$ cat src/sv/seven_channel_moving_average_top_defines.svh
// assertion macros shared by the moving average rtl
`ifndef SEVEN_CHANNEL_MOVING_AVERAGE_TOP_DEFINES_SVH
`define SEVEN_CHANNEL_MOVING_AVERAGE_TOP_DEFINES_SVH

`ifndef SYNTHESIS
// the property holds in the same cycle
`define MSA_ASSERT_NOW(label, clk, rst, pre, post) \
   label: assert property (@(posedge clk) disable iff (rst) (pre) |-> (post)) \
      else $error("moving average check failed");
// the property holds in the next cycle
`define MSA_ASSERT_NEXT(label, clk, rst, pre, post) \
   label: assert property (@(posedge clk) disable iff (rst) (pre) |=> (post)) \
      else $error("moving average check failed");
`else
`define MSA_ASSERT_NOW(label, clk, rst, pre, post)
`define MSA_ASSERT_NEXT(label, clk, rst, pre, post)
`endif

`endif

$ cat src/sv/msa_pkg.sv
// types and constants shared by the moving average block
package msa_pkg;

   localparam int SAMPLE_W   = 16;
   localparam int NUM_FIELDS = 7;
   localparam int GYRO_FIRST = 3;
   localparam int GYRO_AXES  = 3;
   localparam int CSR_IDX_W  = 2;

   localparam logic [CSR_IDX_W-1:0] CSR_GYRO_OFFSET_X = 2'd0;
   localparam logic [CSR_IDX_W-1:0] CSR_GYRO_OFFSET_Y = 2'd1;
   localparam logic [CSR_IDX_W-1:0] CSR_GYRO_OFFSET_Z = 2'd2;

   typedef struct packed {
      logic                       sample_valid;
      logic signed [SAMPLE_W-1:0] accel_x;
      logic signed [SAMPLE_W-1:0] accel_y;
      logic signed [SAMPLE_W-1:0] accel_z;
      logic signed [SAMPLE_W-1:0] gyro_x;
      logic signed [SAMPLE_W-1:0] gyro_y;
      logic signed [SAMPLE_W-1:0] gyro_z;
      logic signed [SAMPLE_W-1:0] temperature;
   } req_payload_type;

   typedef struct packed {
      logic signed [SAMPLE_W-1:0] avg_accel_x;
      logic signed [SAMPLE_W-1:0] avg_accel_y;
      logic signed [SAMPLE_W-1:0] avg_accel_z;
      logic signed [SAMPLE_W-1:0] avg_gyro_x;
      logic signed [SAMPLE_W-1:0] avg_gyro_y;
      logic signed [SAMPLE_W-1:0] avg_gyro_z;
      logic signed [SAMPLE_W-1:0] avg_temperature;
   } rsp_payload_type;

   // pipeline advance strobes and the fresh flag of the items concerned
   typedef struct packed {
      logic load_a;
      logic load_b;
      logic load_c;
      logic load_d;
      logic fresh;
      logic c_fresh;
   } lane_ctrl_type;

endpackage

$ cat src/sv/msa_merge.sv
// merges the lane averages, applies gyro offsets and holds the result register
module msa_merge
   import msa_pkg::*;
(
   input  logic                       clock,
   input  logic                       load,
   input  logic signed [SAMPLE_W-1:0] chan_avg [NUM_FIELDS],
   input  logic signed [SAMPLE_W-1:0] gyro_offset [GYRO_AXES],
   output rsp_payload_type            rsp_data
);

   logic signed [SAMPLE_W-1:0] field_val [NUM_FIELDS];
   rsp_payload_type            rsp_in, rsp_ff;

   for (genvar c = 0; c < NUM_FIELDS; c++) begin : g_field
      if (c >= GYRO_FIRST && c < GYRO_FIRST + GYRO_AXES) begin : g_gyro
         logic signed [SAMPLE_W:0] diff;
         assign diff = (SAMPLE_W+1)'(chan_avg[c]) - (SAMPLE_W+1)'(gyro_offset[c-GYRO_FIRST]);
         // clamp when the top two bits disagree
         always_comb begin
            if (diff[SAMPLE_W] != diff[SAMPLE_W-1]) begin
               field_val[c] = diff[SAMPLE_W] ? {1'b1, {(SAMPLE_W-1){1'b0}}}
                                             : {1'b0, {(SAMPLE_W-1){1'b1}}};
            end else begin
               field_val[c] = diff[SAMPLE_W-1:0];
            end
         end
      end else begin : g_plain
         assign field_val[c] = chan_avg[c];
      end
   end

   always_comb begin
      rsp_in.avg_accel_x     = field_val[0];
      rsp_in.avg_accel_y     = field_val[1];
      rsp_in.avg_accel_z     = field_val[2];
      rsp_in.avg_gyro_x      = field_val[3];
      rsp_in.avg_gyro_y      = field_val[4];
      rsp_in.avg_gyro_z      = field_val[5];
      rsp_in.avg_temperature = field_val[6];
   end

   always_ff @(posedge clock) begin
      if (load) begin
         rsp_ff <= rsp_in;
      end
   end

   assign rsp_data = rsp_ff;

endmodule
$ cat config.mk
export PLATFORM = sky130hd
export DESIGN_NAME = msa_merge
export DESIGN_NICKNAME = d
export VERILOG_FILES = /design/src/sv/seven_channel_moving_average_top_defines.svh /design/src/sv/msa_pkg.sv /design/src/sv/msa_merge.sv
export SDC_FILE = /design/constraint.sdc
export NUM_CORES = 1
export LEC_CHECK = 0
export BUFFER_PORTS_ARGS = -buffer_cell sky130_fd_sc_hd__buf_2
export CORE_ASPECT_RATIO = 1.75
export CORE_MARGIN = 5
export CORE_UTILIZATION = 30
export CTS_CLUSTER_SIZE = 25
export DETAILED_ROUTE_END_ITERATION = 8
export GPL_ROUTABILITY_DRIVEN = 0
export HOLD_SLACK_MARGIN = 0.12
export PLACE_DENSITY = 0.62
export SYNTH_ARGS = -nofsm -noshare
export SYNTH_HDL_FRONTEND = slang
export SYNTH_SLANG_ARGS = --single-unit
$ cat constraint.sdc
create_clock -name clock -period 3.7 [get_ports clock]
set_input_delay 0.555 -clock clock [delete_from_list [all_inputs] [get_ports clock]]
set_output_delay 0.555 -clock clock [all_outputs]
set_load 0.01 [all_outputs]
Word-level counts from Yosys, hierarchy flattened
Index checks and enable logic that the tools add are counted.

$add $sub $neg: 3. Equal/unequal tests: 3. Multiplexer cells: 6.

Operator list (number): 2-to-1 mux 16 bit (6); subtractor 16 x 16 -> 17 bit (3); inequality test 1 bit (3).

Word-level logic and storage cells: 19. Input bits: 162. Register bits: 112.

Logic depth before layout (Yosys ltp)
Depth after elaboration: 3. Depth in mapped cells: 12. Gate-level depth less buffers: 11.

Worst setup path after synthesis
No wires, ideal clock.

Path kind: input -> register. Start point: input port chan_avg[48] in the netlist's numbering. End point: register rsp_ff, in the netlist rsp_data[59], data pin. Required time: 3.421 ns. Slack: 0.765 ns. Stages on the path: 12. Setup time: 0.279 ns. Arrival: 2.657 ns. Cells stage by stage: inv_1 ha_1 inv_1 fa_1 a21oi_1 a2bb2oi_1 a22oi_1 nor4b_1 a211oi_1 clkbuf_1 maj3_2 mux2i_1.

RTL lines: start, declared (RTL line msa_merge.sv:7) `input logic signed [SAMPLE_W-1:0] chan_avg [NUM_FIELDS],`; end signal, assigned (RTL line msa_merge.sv:45) `rsp_ff <= rsp_in;`; end, declared (RTL line msa_merge.sv:13) `rsp_payload_type rsp_in, rsp_ff;`.

==> impl_metrics.toml <==
[global_route]
vias_in_the_first_global_route = 5488
grt_use_total = 0.1392
grt.overflow.total = 0
grt_pass1_wl_um = 27860
grt_start_max_net_pins = 59
grt_antenna_before_repair = 1

[worst_setup_path]
critical_path.cell_chain = "buf_2 > inv_1 > ha_1 > inv_1 > fa_1 > a21oi_1 > a2bb2oi_1 > a22oi_1 > nor4b_1 > a211oi_2 > buf_4 > o21ai_0 > o32a_1"
crit_path_max_incr_delay_ps = 420
start_kind = "input port"
highest_fanout_seen_on_the_critical_path = 20
critPathMostFrequentCell = "sky130_fd_sc_hd__inv_1"
criticalPathCategory = "input port to flop"
critical_path_required_ps = 3820
slowest_cell_on_the_critical_path = "sky130_fd_sc_hd__fa_1"
worstSetupStartpoint = "chan_avg[48]"
worst_setup_path_end_kind = "flop"
worstPathBufferInverterCount = 4
cp_data_arrival_time_ps = 2960
cell_family_with_most_cp_delay = "compound AO/OA/AOI/OAI gates"

[clocking]
ctsHoldBuffers = 0
h-tree-depth = 3
cts_made_buffers = 9
cts.clk_slew.worst_paths_ps = 70
clock_tree_from_tritoncts = "built"
post_cts_resized = 0
clk_path_buf_depth = 2
clock_sink_count = 112
post_cts_buffers = 0
cts.root.buffer_cell = "sky130_fd_sc_hd__clkbuf_16"

[pwr]
internal_power_w = 0.002607
irDropWorstVdd_uv = 175.3
power.density_nw_per_um2 = 419.8
p_sw_w = 0.001080
seqPwrFrac = 0.444
switching_share = 0.2928
cellLeakagePower_nw = 3.947
combinationalPowerShare = 0.299
share_clk_of_total_power = 0.256

[final_layout]
fin_util = 0.3892
final_area_um2 = 8781
largest_register_ffs = 112
antennaDiodeCount = 0
drive_above_1_share = 0.3500
final_nets = 1090
area.sequential_um2 = 3363
nFillCells = 2282
multiInputGateArea_um2 = 3068
area_growth_syn_to_layout_pct = 29.03
most_common_cell_after_layout_fill_and_taps_aside = "sky130_fd_sc_hd__buf_2"
most-common-layout-cells = "sky130_fd_sc_hd__buf_2 (272), sky130_fd_sc_hd__edfxtp_1 (112), sky130_fd_sc_hd__inv_1 (70)"

[route]
routed_wire_length_per_instance_um = 15.42
drt_iter0_drc = 242
drc = 0
drtPass1Iterations = 4
wl_um = 18200
detailroute.via_count = 5551
route.antenna.remaining_nets = 0
via_density = 4.704

[die]
fp.dieW_um = 123.9
placeableCoreArea_um2 = 22560
core.rowCount = 73
design.portCount = 274
die_height_um = 209.2
overall_die_area_um2 = 25910
start_util = 0.3016

[sta]
post_route_clock_period_utilization = 0.7688
finalMaxSlewViolations = 0
max_slew.worst_pin.slew_ps = 919.3
rsz0062_at_grt = "false"
timing.final.setup_violations = 0
max_freq_ghz = 0.3515
slew-limit-headroom = 0.3872
final.min_clock_period_ps = 2845
final-hold-violation-count = 0
setup_tns_ps = 0

[synth]
syn_nets = 820
yosysWarningCount = 0
syn-instance-count = 607
number_of_enable_flip_flop_cells_after_synthesis = 112
synth.yosys.seq_area_share = 0.4942
synthesis.area_um2 = 6805
yosys_most_used_dff = "sky130_fd_sc_hd__edfxtp_1"
synth_area_per_cell_um2 = 11.21
postSynth.asyncResetShare = 0
yosys.cell_types.count = 63
flip_flop_and_latch_count_after_synthesis = 112

[placed_design]
detailed_place_hpwl_um = 15060
number_of_buffer_cells_added_on_primary_ports = 273
placedInstanceArea_um2 = 8503

[flow_run]
cap_viol_max_count = 0

[status]
result_of_the_run = "complete, no violations"

[min_path]
hold_path_class = "input port to flop"
min_from = "chan_avg[94]"
==> through the flow <==
step / hold slack [ps] / power, W / instances / worst slack (ps)
after CTS: 336.6 / 0.003747 / 1180 / 875.3
after detailed placement: 733.3 / 0.002787 / 1166 / 480.1
final: 364.9 / 0.003687 / 1180 / 855.3
after global placement: 731.5 / 0.002771 / 1166 / 511.9
after global routing: 338.3 / 0.003927 / 1180 / 583.4
after floorplan: 653.9 / 0.002363 / 607 / 764.6
==> layout make-up <==
cell class	instances	area share
clock buffers	11	0.02650
clock inverters	3	0.005130
inverters	70	0.02992
multi-input cells	404	0.3494
flip-flops and latches	112	0.3830
well taps	300	0.04275
repair buffers	280	0.1633
==> final timing paths <==
| path | cells after the start | slack, ps | to |
|---|---|---|---|
| hold / removal | 1 | 360 | rsp_data[94] |
| setup / recovery | 13 | 860 | rsp_data[60] |
==> cells by family (layout without fill, tap and decap cells) <==
group                    Yosys count  in the layout  share of synthesized area
AND/OR/NAND/NOR                  108            108                    0.08053
adder cells (fa/ha/maj)           88             88                     0.1524
AO/OA/AOI/OAI                    165            165                     0.1578
flip-flops                       112            112                     0.4942
buffers and inverters             91            364                    0.05571
XOR/XNOR                          28             28                    0.03714
multiplexers                      15             15                    0.02225
==> power by group through the flow <==
stage / logic [W] / clock network, W / registers (W)
after floorplan: 0.000605 / 0 / 0.00176
after global placement: 0.00110 / 0 / 0.00167
after detailed placement: 0.00112 / 0 / 0.00167
after CTS: 0.00112 / 0.000984 / 0.00164
after global routing: 0.00123 / 0.00104 / 0.00165
final: 0.00110 / 0.000944 / 0.00164
==> per-layer routing <==
| layer | GRT usage | part of all wire | vias to the layer above |
|---|---|---|---|
| met1 | 0.1345 | 0.34 | 2520 |
| met2 | 0.2598 | 0.54 | 214 |
| li1 | - | - | 2777 |
| met3 | 0.04062 | 0.085 | 38 |
| met4 | 0.06845 | 0.035 | 2 |
| met5 | 0 | 0.00060 | - |
==> Yosys cell counts, drive strengths merged (6+ instances only) <==
master | count | area share
a21o | 17 | 0.019
a21oi | 50 | 0.038
buf | 13 | 0.013
clkbuf | 8 | 0.0044
edfxtp | 112 | 0.49
ha | 48 | 0.088
inv | 70 | 0.039
maj3 | 37 | 0.055
mux2i | 14 | 0.021
nand2 | 22 | 0.012
nand2b | 10 | 0.0092
nand3 | 6 | 0.0044
nor2 | 28 | 0.015
nor2b | 7 | 0.0064
nor3 | 12 | 0.0096
o21a | 13 | 0.014
o21ai | 35 | 0.026
xnor2 | 17 | 0.023
xor2 | 11 | 0.014
No activity file was read; power rests on OpenSTA's default activity.
