==> src/sv/seven_channel_moving_average_top_defines.svh <==
// assertion macros shared by the moving average rtl
`ifndef SEVEN_CHANNEL_MOVING_AVERAGE_TOP_DEFINES_SVH
`define SEVEN_CHANNEL_MOVING_AVERAGE_TOP_DEFINES_SVH

`ifndef SYNTHESIS
// the property holds in the same cycle
`define MSA_ASSERT_NOW(label, clk, rst, pre, post) \
   label: assert property (@(posedge clk) disable iff (rst) (pre) |-> (post)) \
      else $error("moving average check failed");
// the property holds in the next cycle
`define MSA_ASSERT_NEXT(label, clk, rst, pre, post) \
   label: assert property (@(posedge clk) disable iff (rst) (pre) |=> (post)) \
      else $error("moving average check failed");
`else
`define MSA_ASSERT_NOW(label, clk, rst, pre, post)
`define MSA_ASSERT_NEXT(label, clk, rst, pre, post)
`endif

`endif

==> src/sv/msa_pkg.sv <==
// types and constants shared by the moving average block
package msa_pkg;

   localparam int SAMPLE_W   = 16;
   localparam int NUM_FIELDS = 7;
   localparam int GYRO_FIRST = 3;
   localparam int GYRO_AXES  = 3;
   localparam int CSR_IDX_W  = 2;

   localparam logic [CSR_IDX_W-1:0] CSR_GYRO_OFFSET_X = 2'd0;
   localparam logic [CSR_IDX_W-1:0] CSR_GYRO_OFFSET_Y = 2'd1;
   localparam logic [CSR_IDX_W-1:0] CSR_GYRO_OFFSET_Z = 2'd2;

   typedef struct packed {
      logic                       sample_valid;
      logic signed [SAMPLE_W-1:0] accel_x;
      logic signed [SAMPLE_W-1:0] accel_y;
      logic signed [SAMPLE_W-1:0] accel_z;
      logic signed [SAMPLE_W-1:0] gyro_x;
      logic signed [SAMPLE_W-1:0] gyro_y;
      logic signed [SAMPLE_W-1:0] gyro_z;
      logic signed [SAMPLE_W-1:0] temperature;
   } req_payload_type;

   typedef struct packed {
      logic signed [SAMPLE_W-1:0] avg_accel_x;
      logic signed [SAMPLE_W-1:0] avg_accel_y;
      logic signed [SAMPLE_W-1:0] avg_accel_z;
      logic signed [SAMPLE_W-1:0] avg_gyro_x;
      logic signed [SAMPLE_W-1:0] avg_gyro_y;
      logic signed [SAMPLE_W-1:0] avg_gyro_z;
      logic signed [SAMPLE_W-1:0] avg_temperature;
   } rsp_payload_type;

   // pipeline advance strobes and the fresh flag of the items concerned
   typedef struct packed {
      logic load_a;
      logic load_b;
      logic load_c;
      logic load_d;
      logic fresh;
      logic c_fresh;
   } lane_ctrl_type;

endpackage

==> src/sv/msa_lane.sv <==
// one channel: sample window, running sum and divide-by-window pipeline
`include "seven_channel_moving_average_top_defines.svh"

module msa_lane
   import msa_pkg::*;
#(
   parameter int WINDOW_LENGTH = 10
) (
   input  logic                       clock,
   input  logic                       reset,
   input  lane_ctrl_type              ctrl,
   input  logic signed [SAMPLE_W-1:0] fresh_sample,
   output logic signed [SAMPLE_W-1:0] avg
);

   localparam int SUM_W = SAMPLE_W + $clog2(WINDOW_LENGTH);
   localparam int SHIFT = SUM_W;
   localparam int QW    = SAMPLE_W + 1;
   localparam int RW    = $clog2(WINDOW_LENGTH) + 1;
   localparam int PW    = 2 * SUM_W;
   localparam logic [SHIFT-1:0] RECIP = SHIFT'((64'd1 << SHIFT) / WINDOW_LENGTH);

   logic signed [SAMPLE_W-1:0] hist_ff [WINDOW_LENGTH];
   logic signed [SAMPLE_W-1:0] hist_in [WINDOW_LENGTH];
   logic signed [SUM_W-1:0]    sum_ff, sum_in;
   logic signed [SUM_W-1:0]    a_sum_ff;
   logic [SUM_W-1:0]           b_mag_in, b_mag_ff;
   logic [PW-1:0]              b_prod_in, b_prod_ff;
   logic                       b_neg_ff;
   logic [QW-1:0]              c_q_in, c_q_ff;
   logic [SUM_W-1:0]           c_rem_full;
   logic [RW-1:0]              c_rem_ff;
   logic                       c_neg_ff;
   logic [QW-1:0]              d_q, d_q_neg;
   logic signed [SAMPLE_W-1:0] avg_new;
   logic signed [SAMPLE_W-1:0] avg_ff, avg_in;
   logic signed [SAMPLE_W-1:0] d_avg_ff;

   // window shift and running sum update
   always_comb begin
      hist_in = hist_ff;
      sum_in  = sum_ff;
      if (ctrl.load_a && ctrl.fresh) begin
         for (int k = 0; k < WINDOW_LENGTH - 1; k++) begin
            hist_in[k] = hist_ff[k+1];
         end
         hist_in[WINDOW_LENGTH-1] = fresh_sample;
         sum_in = sum_ff + SUM_W'(fresh_sample) - SUM_W'(hist_ff[0]);
      end
   end

   always_ff @(posedge clock) begin
      if (reset) begin
         hist_ff <= '{default: '0};
         sum_ff  <= '0;
      end else begin
         hist_ff <= hist_in;
         sum_ff  <= sum_in;
      end
   end

   // magnitude times reciprocal, at most one short of the true quotient
   assign b_mag_in  = a_sum_ff[SUM_W-1] ? SUM_W'(-a_sum_ff) : SUM_W'(a_sum_ff);
   assign b_prod_in = PW'(b_mag_in) * PW'(RECIP);

   assign c_q_in     = b_prod_ff[SHIFT+QW-1:SHIFT];
   assign c_rem_full = b_mag_ff - SUM_W'(c_q_in) * SUM_W'(WINDOW_LENGTH);

   assign d_q     = c_q_ff + QW'(c_rem_ff >= RW'(WINDOW_LENGTH));
   assign d_q_neg = -d_q;
   assign avg_new = c_neg_ff ? d_q_neg[SAMPLE_W-1:0] : d_q[SAMPLE_W-1:0];
   assign avg_in  = (ctrl.load_d && ctrl.c_fresh) ? avg_new : avg_ff;

   always_ff @(posedge clock) begin
      if (ctrl.load_a) begin
         a_sum_ff <= sum_in;
      end
      if (ctrl.load_b) begin
         b_mag_ff  <= b_mag_in;
         b_prod_ff <= b_prod_in;
         b_neg_ff  <= a_sum_ff[SUM_W-1];
      end
      if (ctrl.load_c) begin
         c_q_ff   <= c_q_in;
         c_rem_ff <= c_rem_full[RW-1:0];
         c_neg_ff <= b_neg_ff;
      end
      if (ctrl.load_d) begin
         d_avg_ff <= avg_in;
      end
   end

   always_ff @(posedge clock) begin
      if (reset) begin
         avg_ff <= '0;
      end else begin
         avg_ff <= avg_in;
      end
   end

   assign avg = d_avg_ff;

   `MSA_ASSERT_NEXT(a_sum_held, clock, reset, ctrl.load_a && !ctrl.fresh, $stable(sum_ff))
   `MSA_ASSERT_NEXT(a_avg_held, clock, reset, !(ctrl.load_d && ctrl.c_fresh), $stable(avg_ff))
   `MSA_ASSERT_NEXT(a_avg_copy, clock, reset, ctrl.load_d, d_avg_ff == avg_ff)

endmodule

==> config.mk <==
export PLATFORM = sky130hd
export DESIGN_NAME = msa_lane
export DESIGN_NICKNAME = d
export VERILOG_FILES = /design/src/sv/msa_pkg.sv /design/src/sv/msa_lane.sv
export VERILOG_INCLUDE_DIRS = /design/src /design/src/sv
export SDC_FILE = /design/constraint.sdc
export NUM_CORES = 1
export LEC_CHECK = 0
export ABC_AREA = 0
export BUFFER_PORTS_ARGS = -buffer_cell sky130_fd_sc_hd__buf_2
export CAP_MARGIN = 20
export CORE_AREA = 3 3 232 120
export DETAILED_ROUTE_END_ITERATION = 8
export DIE_AREA = 0 0 235 123
export GPL_ROUTABILITY_DRIVEN = 0
export PLACE_DENSITY = 0.86
export SLEW_MARGIN = 40
export SYNTH_ARGS = -nofsm -noshare
export SYNTH_HDL_FRONTEND = slang
export SYNTH_SLANG_ARGS = --single-unit
==> constraint.sdc <==
create_clock -name clock -period 21.7 [get_ports clock]
set_clock_uncertainty 0.1 [all_clocks]
set_input_delay 2.17 -clock clock [delete_from_list [all_inputs] [get_ports clock]]
set_output_delay 2.17 -clock clock [all_outputs]
set_load 0.005 [all_outputs]
; ---- After elaboration in Yosys (flattened, before gate mapping)
; Cells that the tools add are included.
[totals]
latch_bits = 0
wordCells = 35
ram_bits = 0
mem_bits_ro = 0
out_inout_bits = 16
memories = 0
ff_bits = 297
in_bits = 24
[op_classes]
shift = 0
n_reduce_logical = 2
div_mod_pow = 0
add_sub_neg = 6
bitwise = 0
n_mux = 4
multipliers = 2
n_eq_ne = 0
order_cmp = 1
[ops]
columns = operator, n
row1 = 2-to-1 mux 20 bit, 2
row2 = multiplier 20 x 17 -> 37 bit (second input constant), 1
row3 = 2-to-1 mux 16 bit, 2
row4 = adder 20 x 16 -> 20 bit, 1
row5 = negation 20 bit, 1
row6 = subtractor 20 x 16 -> 20 bit, 1
row7 = multiplier 17 x 3 -> 4 bit (second input constant), 1
row8 = adder 16 x 1 -> 16 bit, 1
row9 = negation 16 bit, 1
row10 = greater-or-equal comparator 5 x 4 -> 1 bit (second input constant), 1
row11 = subtractor 5 bit, 1
row12 = logical AND 1 bit, 2

; ---- Logic depth before layout (Yosys ltp)
; Gate-level depths: netlist of run 1.
[logic_depth]
depth_word = 5
depth_mapped = 25
depth_no_buf = 25

; ---- Worst setup path before layout of run 1
; OpenSTA, ideal clock, no wires.
[synth_path]
path_type = register to register
from = register a_sum_ff[3]
to = register b_prod_ff[35], data pin
required_time_ns = 21.340
synth_period_minus_slack_ns = 7.026
setup_time_ns = 0.260
slack_ns = 14.674
path_stages_with_launch = 25
arrival_time_ns = 6.666
path_buffers = 0
cell_sequence = edfxtp_1 or4_4 nor4_4 nand2_1 or4_1 o31ai_1 xnor2_1 ha_1 ha_1 inv_1 fa_1 inv_1 fa_1 fa_1 inv_1 fa_1 inv_1 ha_1 nand2_1 nor2_1 nand3_1 o211a_1 o31a_1 o32a_1 xnor2_1
[synth_via]
elab_chain_cells = 3
[synth_rtl]
columns = item, line_no
row1 = start: declaration, msa_lane.sv:26  ; logic signed [SUM_W-1:0] a_sum_ff;
row2 = start signal: assignment, msa_lane.sv:76  ; a_sum_ff <= sum_in;
row3 = negation 20 bit, msa_lane.sv:63  ; assign b_mag_in = a_sum_ff[SUM_W-1] ? SUM_W'(-a_sum_ff) : SUM_W'(a_sum_ff);
row4 = 2-to-1 mux 20 bit (*), msa_lane.sv:63
row5 = multiplier 20 x 17 -> 37 bit (*), msa_lane.sv:64  ; assign b_prod_in = PW'(b_mag_in) * PW'(RECIP);
row6 = via b_prod_in[35], msa_lane.sv:28  ; logic [PW-1:0] b_prod_in, b_prod_ff;
row7 = end signal: assignment, msa_lane.sv:80  ; b_prod_ff <= b_prod_in;
row8 = end: declaration, msa_lane.sv:28
; Mark *: on every way through the listed nets, which the timed path passes. The rest lies on a longest branch.
; A chain may end at the register's enable or synchronous reset.

; ---- Worst setup path in the final report of run 1
; Same ends and word-level chain as after synthesis.

==> impl_metrics.env, run 1 <==
export IMPL_synth_edf_count=78
export IMPL_hold_class="reg -> reg"
export IMPL_rows=42
export IMPL_multi_input_area_um2=10070
export IMPL_grt_overflow_total=0
export IMPL_synthToLayoutAreaGrowth_pct=7.075
export IMPL_die_w_um=235
export IMPL_avgViaCountPerCell=5.521
export IMPL_cap_violations=0
export IMPL_hold_buffers=0
export IMPL_cp_end_kind="flop"
export IMPL_final_cell_mix="nand2_1, inv_1, a21oi_1, dfxtp_1, ha_1"
export IMPL_core_area_um2=26120
export IMPL_die_area_um2=28910
export IMPL_yosys_register_bits=274
export IMPL_die_h_um=123
export IMPL_synthFlopType="dfxtp_1"
export IMPL_crit_start="a_sum_ff[3]$_DFFE_PP_"
export IMPL_postCtsResizedCells=0
export IMPL_yosys_warnings=0
export IMPL_syn_area_um2=17840
export IMPL_slew_limit_headroom=0.4592
export IMPL_cts_sinks=274
export IMPL_synth_seq_area_share=0.3511
export IMPL_drc=0
export IMPL_worst_path_stages=24
export IMPL_path_max_fanout=5
export IMPL_drive_above_1_share=0.05242
export IMPL_mostFrequentLayoutCell="nand2_1"
export IMPL_rrSetupSlack_ns=13.97
export IMPL_max_freq_mhz=129.4
export IMPL_grt_max_degree=116
export IMPL_synth_avg_cell_area_um2=8.940
export IMPL_syn_num_nets=2313
export IMPL_endpoint="b_prod_ff[35]$_DFFE_PP_"
export IMPL_io_pins=40
export IMPL_htree_num_levels=1
export IMPL_status="complete, no violations"
export IMPL_hold_depth=0
export IMPL_synth_cell_type_count=67
export IMPL_r2r_end="b_prod_ff[35]$_DFFE_PP_"
export IMPL_synth_async_sr_flop_share=0
export IMPL_max_stage_delay_ns=0.59
export IMPL_n_antenna_cell=0
export IMPL_grt_pass1_wl_um=58990
export IMPL_register_area_um2=6266
export IMPL_worst_skew_pair_late_latency_ns=0.56
export IMPL_cts_root_buf="clkbuf_16"
export IMPL_timing_rr_start="a_sum_ff[3]$_DFFE_PP_"
export IMPL_drtIter0Drc=818
export IMPL_finalCritPeriodShare=0.3562
export IMPL_post_cts_buffers=0
export IMPL_path_cells="or4_4, nor4_4, nand2_1, or4_1, o31ai_1, xnor2_1, ha_1, ha_1, inv_1, fa_1, inv_1, fa_1, fa_1, inv_1, fa_1, inv_1, ha_1, nand2_1, nor2_1, nand3_1, o211a_1, o31a_1, o32a_1, xnor2_1"
export IMPL_fin_ws_ns=13.97
export IMPL_dr_pass1_iters=5
export IMPL_cp_required_ns=21.87
export IMPL_critPathTopFamily="adder cells"
export IMPL_stdcell_count=2355
export IMPL_routed_wl_um=35450
export IMPL_cp_slowest_cell="or4_4"
export IMPL_setup_viol=0
export IMPL_wl_per_cell_um=15.05
export IMPL_pre_cts_ws_ns=14.06
export IMPL_dp_hpwl_um=26560
export IMPL_antenna_found_initial=0
export IMPL_clockBufferDepth=3
export IMPL_fillers=1796
export IMPL_worst_slew_pin_slew_ns=0.8113
export IMPL_rsz0062_at_grt="false"
export IMPL_initial_utilization=0.6832
export IMPL_vias=13000
export IMPL_grt_usage=0.2457
export IMPL_critical_path_arrival_ns=7.90
export IMPL_cts_buffers_inserted=24
export IMPL_setup_tns_ns=0
export IMPL_finalCriticalPeriod_ns=7.730
export IMPL_cts_tree="done"
export IMPL_cp_buffers_inverters=4
export IMPL_postRouteAntennaNets=0
export IMPL_drv_slew=0
export IMPL_synthCells=1996
export IMPL_fin_nets=2302
export IMPL_crit_type="reg -> reg"
export IMPL_place_inst=2311
export IMPL_port_buffers=39
export IMPL_grt_pass1_vias=12700
export IMPL_hold_violations=0
export IMPL_start_kind="flop"
export IMPL_cts_clk_slew_worst_paths_ns=0.07
export IMPL_r2r_cells=24
==> metal layers <==
layer,vias to the layer above,wire (µm),global-route usage
li1,6459,-,-
met1,6122,14870,0.2973
met2,318,17690,0.4499
met3,104,1647,0.04101
met4,0,1234,0.08817
met5,-,0,0.006734
==> registers in the layout, summed over array words and instances (netlist names) <==
name / count
a_sum_ff: 20
avg: 16
avg_ff: 16
b_mag_ff: 4
b_neg_ff: 1
b_prod_ff: 16
c_neg_ff: 1
c_q_ff: 16
c_rem_ff: 4
hist_ff: 160
sum_ff: 20
==> worst min path at each step <==
stage | from | to | slack (ns)
after floorplan | b_neg_ff$_DFFE_PP_ | c_neg_ff$_DFFE_PP_ | 0.30
after global placement | b_prod_ff[30]$_DFFE_PP_ | c_q_ff[10]$_DFFE_PP_ | 0.30
after detailed placement | b_prod_ff[32]$_DFFE_PP_ | c_q_ff[12]$_DFFE_PP_ | 0.30
after CTS | b_prod_ff[32]$_DFFE_PP_ | c_q_ff[12]$_DFFE_PP_ | 0.31
after global routing | b_prod_ff[29]$_DFFE_PP_ | c_q_ff[9]$_DFFE_PP_ | 0.32
final | b_prod_ff[32]$_DFFE_PP_ | c_q_ff[12]$_DFFE_PP_ | 0.31
==> cell type report <==
cell class / instances / area share
inverters: 325 / 0.06385
flip-flops and latches: 274 / 0.3279
multi-input cells: 1316 / 0.5269
repair buffers: 44 / 0.01434
clock inverters: 18 / 0.01094
clock buffers: 26 / 0.03294
well taps: 352 / 0.02305
==> Yosys cell counts (all sizes together), types with 7 or more instances <==
library cell  count  area share
nand4            10      0.0047
mux2i             7      0.0039
nand2b            7      0.0025
nor2b            25      0.0088
xor2             16      0.0079
ha              168        0.12
a31oi             8      0.0028
nor3             18      0.0057
a21oi           217       0.061
fa              125        0.14
a211oi           11      0.0046
inv             325       0.068
nand2           393       0.083
or3              11      0.0039
o21ai            51       0.014
o21a              8      0.0034
clkbuf           75       0.016
dfxtp           196        0.22
nand3            18      0.0053
nor2             47       0.010
a21o             13      0.0055
and3              7      0.0025
edfxtp           78        0.13
o31ai            15      0.0063
xnor2            66       0.032
==> kinds of logic after synthesis <==
| group | count (synthesis) | share of synthesized area |
|---|---|---|
| flip-flops | 274 | 0.3511 |
| buffers and inverters | 406 | 0.08603 |
| adder cells (fa/ha/maj) | 294 | 0.2586 |
| XOR/XNOR | 82 | 0.04025 |
| AND/OR/NAND/NOR | 571 | 0.1421 |
| AO/OA/AOI/OAI | 359 | 0.1161 |
| multiplexers | 10 | 0.005820 |
==> metrics by stage <==
stage	hold slack [ns]	utilization	instance area [µm²]
final	0.3138	0.7316	19110
after global routing	0.3200	0.7316	19110
after CTS	0.3146	0.7308	19090
after detailed placement	0.3045	0.6987	18250
after global placement	0.3003	0.6970	18200
after floorplan	0.3003	-	17840
Power of run 1 is not shown: default switching activity piles up to over one toggle a cycle in this logic, so the estimate is an artifact.
==> run 2: changes to the inputs <==
--- a/config.mk
+++ b/config.mk
@@ -9,11 +9,11 @@
 export ABC_AREA = 0
 export BUFFER_PORTS_ARGS = -buffer_cell sky130_fd_sc_hd__buf_2
 export CAP_MARGIN = 20
-export CORE_AREA = 3 3 232 120
+export CORE_AREA = 3 3 241 125
 export DETAILED_ROUTE_END_ITERATION = 8
-export DIE_AREA = 0 0 235 123
+export DIE_AREA = 0 0 244 128
 export GPL_ROUTABILITY_DRIVEN = 0
-export PLACE_DENSITY = 0.86
+export PLACE_DENSITY = 0.8
 export SLEW_MARGIN = 40
 export SYNTH_ARGS = -nofsm -noshare
 export SYNTH_HDL_FRONTEND = slang
==> constraint.sdc (replaced) <==
create_clock -name clock -period 7.3 [get_ports clock]
set_clock_uncertainty 0.1 [all_clocks]
set_input_delay 0.73 -clock clock [delete_from_list [all_inputs] [get_ports clock]]
set_output_delay 0.73 -clock clock [all_outputs]
set_load 0.005 [all_outputs]
==> impl_metrics.env, run 2 (synthesis gave the netlist of run 1 again) <==
export IMPL_status="complete, no violations"
export IMPL_initial_utilization=0.6428
export IMPL_start_kind="flop"
export IMPL_die_w_um=244
export IMPL_place_inst=2350
export IMPL_vias=13150
export IMPL_critPathTopFamily="adder cells"
export IMPL_path_max_fanout=4
export IMPL_fin_ws_ns=0.01780
export IMPL_max_freq_mhz=137.3
export IMPL_largest_registers="hist_ff (160), a_sum_ff (20), sum_ff (20)"
export IMPL_n_antenna_cell=0
export IMPL_stdcell_count=2418
export IMPL_setup_viol=0
export IMPL_cts_sinks=274
export IMPL_grt_overflow_total=0
export IMPL_routed_wl_um=36730
export IMPL_rsz0062_at_grt="true"
export IMPL_hold_class="reg -> reg"
export IMPL_crit_type="reg -> reg"
export IMPL_critical_path_arrival_ns=7.51
export IMPL_drive_above_1_share=0.09528
export IMPL_htree_num_levels=1
export IMPL_slew_limit_headroom=0.4710
export IMPL_crit_start="a_sum_ff[3]$_DFFE_PP_"
export IMPL_pre_cts_ws_ns=-0.06752
export IMPL_port_buffers=39
export IMPL_wl_per_cell_um=15.19
export IMPL_grt_usage=0.2273
export IMPL_hold_violations=0
export IMPL_clockBufferDepth=3
export IMPL_largest_register="hist_ff"
export IMPL_avgViaCountPerCell=5.436
export IMPL_drv_slew=0
export IMPL_grt_pass1_wl_um=58620
export IMPL_cp_slowest_cell="or4_4"
export IMPL_cts_root_buf="clkbuf_16"
export IMPL_worstHoldStart="b_neg_ff$_DFFE_PP_"
export IMPL_cp_buffers_inverters=7
export IMPL_largest_reg_flops=160
export IMPL_mostFrequentLayoutCell="nand2_1"
export IMPL_final_cell_mix="nand2_1, inv_1, a21oi_1, dfxtp_1, ha_1"
export IMPL_drc=0
export IMPL_die_area_um2=31230
export IMPL_finalCriticalPeriod_ns=7.282
export IMPL_postRouteAntennaNets=0
export IMPL_cp_required_ns=7.52
export IMPL_cts_clk_slew_worst_paths_ns=0.07
export IMPL_cp_end_kind="flop"
export IMPL_dp_hpwl_um=25570
export IMPL_die_h_um=128
export IMPL_max_stage_delay_ns=0.59
export IMPL_grt_max_degree=118
export IMPL_hold_buffers=0
export IMPL_dr_pass1_iters=5
export IMPL_io_pins=40
export IMPL_core_area_um2=27760
export IMPL_fillers=1992
export IMPL_synthToLayoutAreaGrowth_pct=10.89
export IMPL_grt_pass1_vias=12590
export IMPL_worst_slew_pin_slew_ns=0.7935
export IMPL_cap_violations=0
export IMPL_worst_skew_pair_late_latency_ns=0.58
export IMPL_finalCritPeriodShare=0.9976
export IMPL_cts_buffers_inserted=25
export IMPL_drtIter0Drc=887
export IMPL_cts_tree="done"
export IMPL_fin_nets=2334
export IMPL_antenna_found_initial=0
export IMPL_timing_rr_start="a_sum_ff[3]$_DFFE_PP_"
export IMPL_rows=43
-- run 2: through the flow --
step / area (µm²) / hold slack, ns / util / setup TNS [ns]
global placement: 18320 / 0.3016 / 0.6598 / 0
detailed placement: 18340 / 0.3045 / 0.6608 / -0.06752
global route: 19790 / 0.3093 / 0.7128 / -1.290
finish: 19790 / 0.3143 / 0.7128 / 0
CTS: 19290 / 0.3060 / 0.6950 / 0
floorplan: 17840 / 0.3003 / - / 0
-- run 2: area by class of cell --
class | count | area [µm²] | share of cell area
clock buffers | 27 | 643.1 | 0.03250
clock inverters | 19 | 193.9 | 0.009801
inverters | 325 | 1222 | 0.06178
multi-input cells | 1316 | 10470 | 0.5291
flip-flops and latches | 274 | 6266 | 0.3167
well taps | 382 | 478.0 | 0.02415
repair buffers | 75 | 515.5 | 0.02605
-- run 2: per-layer routing --
layer  wire length, µm  GRT usage  part of all wire  vias to the layer above
li1                  -          -                 -                     6517
met1             15600     0.2874              0.42                     6229
met2             18030     0.4029              0.49                      310
met3              1862    0.04096             0.051                       89
met4              1231    0.06660             0.034                        0
met5                 0          0                 0                        -
-- run 2: timing repair --
action                                  4_1_cts  5_1_grt
endpoints found under the setup margin        2       14
buffers inserted                              8       14
pin swaps                                     7       41
endpoints found under the hold margin         0        0
resized for setup                             9       64
-- run 2: worst paths after layout --
kind                            slack (ns)  cells past startpoint                 endpoint
worst max-delay path                  0.02                     27  b_prod_ff[34]$_DFFE_PP_
worst min-delay path                  0.31                      0       c_neg_ff$_DFFE_PP_
worst max register to register        0.02                     27  b_prod_ff[34]$_DFFE_PP_
worst min register to register        0.31                      0       c_neg_ff$_DFFE_PP_
Power of run 2 is left out for the same reason.
==> run 3: changes to the inputs <==
--- a/config.mk
+++ b/config.mk
@@ -9,11 +9,11 @@
 export ABC_AREA = 0
 export BUFFER_PORTS_ARGS = -buffer_cell sky130_fd_sc_hd__buf_2
 export CAP_MARGIN = 20
-export CORE_AREA = 3 3 241 125
+export CORE_AREA = 3 3 201 163
 export DETAILED_ROUTE_END_ITERATION = 8
-export DIE_AREA = 0 0 244 128
+export DIE_AREA = 0 0 204 166
 export GPL_ROUTABILITY_DRIVEN = 0
-export PLACE_DENSITY = 0.8
+export PLACE_DENSITY = 0.77
 export SLEW_MARGIN = 40
 export SYNTH_ARGS = -nofsm -noshare
 export SYNTH_HDL_FRONTEND = slang
==> constraint.sdc (replaced) <==
create_clock -name clock -period 6.5 [get_ports clock]
set_clock_uncertainty 0.1 [all_clocks]
set_input_delay 0.65 -clock clock [delete_from_list [all_inputs] [get_ports clock]]
set_output_delay 0.65 -clock clock [all_outputs]
set_load 0.005 [all_outputs]
==> impl_metrics.env, run 3 (synthesis gave the netlist of run 1 again) <==
export IMPL_antenna_found_initial=1
export IMPL_wl_per_cell_um=15.47
export IMPL_worst_skew_pair_late_latency_ns=0.56
export IMPL_cp_end_kind="flop"
export IMPL_path_cells="or4_4, nor4_4, nand2_1, buf_6, o31ai_4, xnor2_2, buf_4, ha_2, fa_1, inv_1, fa_1, inv_1, fa_1, fa_1, inv_1, fa_1, inv_1, ha_4, o21a_1, nor2_4, o31a_1, o32a_1, xnor2_1"
export IMPL_io_pins=40
export IMPL_cts_clk_slew_worst_paths_ns=0.07
export IMPL_hold_buffers=0
export IMPL_min_to="hist_ff[1]$_SDFFE_PP0P_"
export IMPL_cts_tree="done"
export IMPL_synthToLayoutAreaGrowth_pct=16.06
export IMPL_pre_cts_ws_ns=-0.7440
export IMPL_r2r_end="b_prod_ff[35]$_DFFE_PP_"
export IMPL_grt_pass1_wl_um=63330
export IMPL_stdcell_count=2547
export IMPL_grt_pass1_vias=13220
export IMPL_max_stage_delay_ns=0.58
export IMPL_max_freq_mhz=143.1
export IMPL_crit_type="reg -> reg"
export IMPL_place_inst=2477
export IMPL_vias=13720
export IMPL_cap_violations=0
export IMPL_setup_viol=15
export IMPL_cts_root_buf="clkbuf_16"
export IMPL_die_area_um2=33860
export IMPL_grt_overflow_total=0
export IMPL_grt_max_degree=112
export IMPL_slew_limit_headroom=0.4095
export IMPL_die_h_um=166
export IMPL_grt_usage=0.2244
export IMPL_cp_slowest_cell="fa_1"
export IMPL_avgViaCountPerCell=5.386
export IMPL_initial_utilization=0.5832
export IMPL_final_cell_mix="nand2_1, inv_1, a21oi_1, dfxtp_1, ha_1"
export IMPL_finalCriticalPeriod_ns=6.987
export IMPL_rrSetupSlack_ns=-0.49
export IMPL_dp_hpwl_um=28760
export IMPL_start_kind="flop"
export IMPL_rsz0062_at_grt="true"
export IMPL_finalCritPeriodShare=1.075
export IMPL_fillers=2187
export IMPL_port_buffers=39
export IMPL_hold_violations=0
export IMPL_critPathTopFamily="adder cells"
export IMPL_drive_above_1_share=0.1439
export IMPL_critical_path_arrival_ns=7.18
export IMPL_routed_wl_um=39410
export IMPL_largest_registers="hist_ff (160), a_sum_ff (20), sum_ff (20)"
export IMPL_die_w_um=204
export IMPL_timing_rr_start="a_sum_ff[2]$_DFFE_PP_"
export IMPL_drv_slew=0
export IMPL_largest_reg_flops=160
export IMPL_fin_nets=2430
export IMPL_rows=57
export IMPL_dr_pass1_iters=7
export IMPL_core_area_um2=30600
export IMPL_postRouteAntennaNets=0
export IMPL_cp_required_ns=6.69
export IMPL_cp_buffers_inverters=6
export IMPL_worst_slew_pin_slew_ns=0.8777
export IMPL_drtIter0Drc=955
export IMPL_status="finished with violations"
export IMPL_cpMostUsedCell="fa_1"
export IMPL_mostFrequentLayoutCell="nand2_1"
export IMPL_clockBufferDepth=3
export IMPL_drc=0
export IMPL_hold_class="in -> reg"
export IMPL_cts_sinks=274
export IMPL_r2r_cells=23
export IMPL_cts_buffers_inserted=27
export IMPL_worstHoldStart="fresh_sample[1]"
export IMPL_fin_ws_ns=-0.4870
export IMPL_path_max_fanout=4
export IMPL_largest_register="hist_ff"
export IMPL_violations="negative setup slack"
export IMPL_hold_depth=3
export IMPL_fin_util=0.6769
export IMPL_htree_num_levels=1
run 3: how the worst max path moves through the flow:
stage / from / endpoint / slack (ns) / cells after the start
after floorplan: a_sum_ff[3]$_DFFE_PP_ / b_prod_ff[35]$_DFFE_PP_ / -0.44 / 24
after global placement: a_sum_ff[3]$_DFFE_PP_ / b_prod_ff[35]$_DFFE_PP_ / -0.48 / 24
after detailed placement: a_sum_ff[3]$_DFFE_PP_ / b_prod_ff[35]$_DFFE_PP_ / -0.74 / 23
after CTS: a_sum_ff[2]$_DFFE_PP_ / b_prod_ff[35]$_DFFE_PP_ / -0.38 / 24
after global routing: a_sum_ff[2]$_DFFE_PP_ / b_prod_ff[35]$_DFFE_PP_ / -0.68 / 23
final: a_sum_ff[2]$_DFFE_PP_ / b_prod_ff[35]$_DFFE_PP_ / -0.49 / 23
run 3: repair_timing:
action | in CTS | in global routing
pin swaps | 46 | 16
endpoints found under the setup margin | 16 | 16
gates resized for setup | 50 | 54
buffers inserted | 15 | 7
run 3: area by class of cell:
type,instances,area (µm²),share of cell area
multi-input combinational,1316,10640,0.5137
tap,413,516.7,0.02495
antenna,1,2.502,0.0001208
inverter,325,1220,0.05891
clock buffer,39,762.0,0.03679
clock inverter,10,105.1,0.005075
sequential,274,6266,0.3026
timing repair buffer,169,1200,0.05794
run 3: metrics by stage:
stage | hold slack (ns) | area [µm²] | TNS, ns
after global routing | 0.2401 | 20710 | -7.759
final | 0.2399 | 20710 | -4.791
after global placement | 0.3025 | 19170 | -4.687
after CTS | 0.2175 | 20380 | -3.776
after floorplan | 0.3003 | 17930 | -2.156
after detailed placement | 0.3045 | 19170 | -7.989
run 3: worst min-delay path: cells and delay by family:
family          cells  cell delay (ns)
compound gates      1             0.05
simple gates        1             0.05
buf+inv             1             0.10
run 3: per-layer routing:
metal  vias up  part of all wire  track usage
met5         -                 0            0
met4         0             0.026      0.05263
met3        87             0.062      0.04331
met2       380              0.47       0.3621
met1      6519              0.44       0.3153
li1       6732                 -            -
Power of run 3 is left out for the same reason.
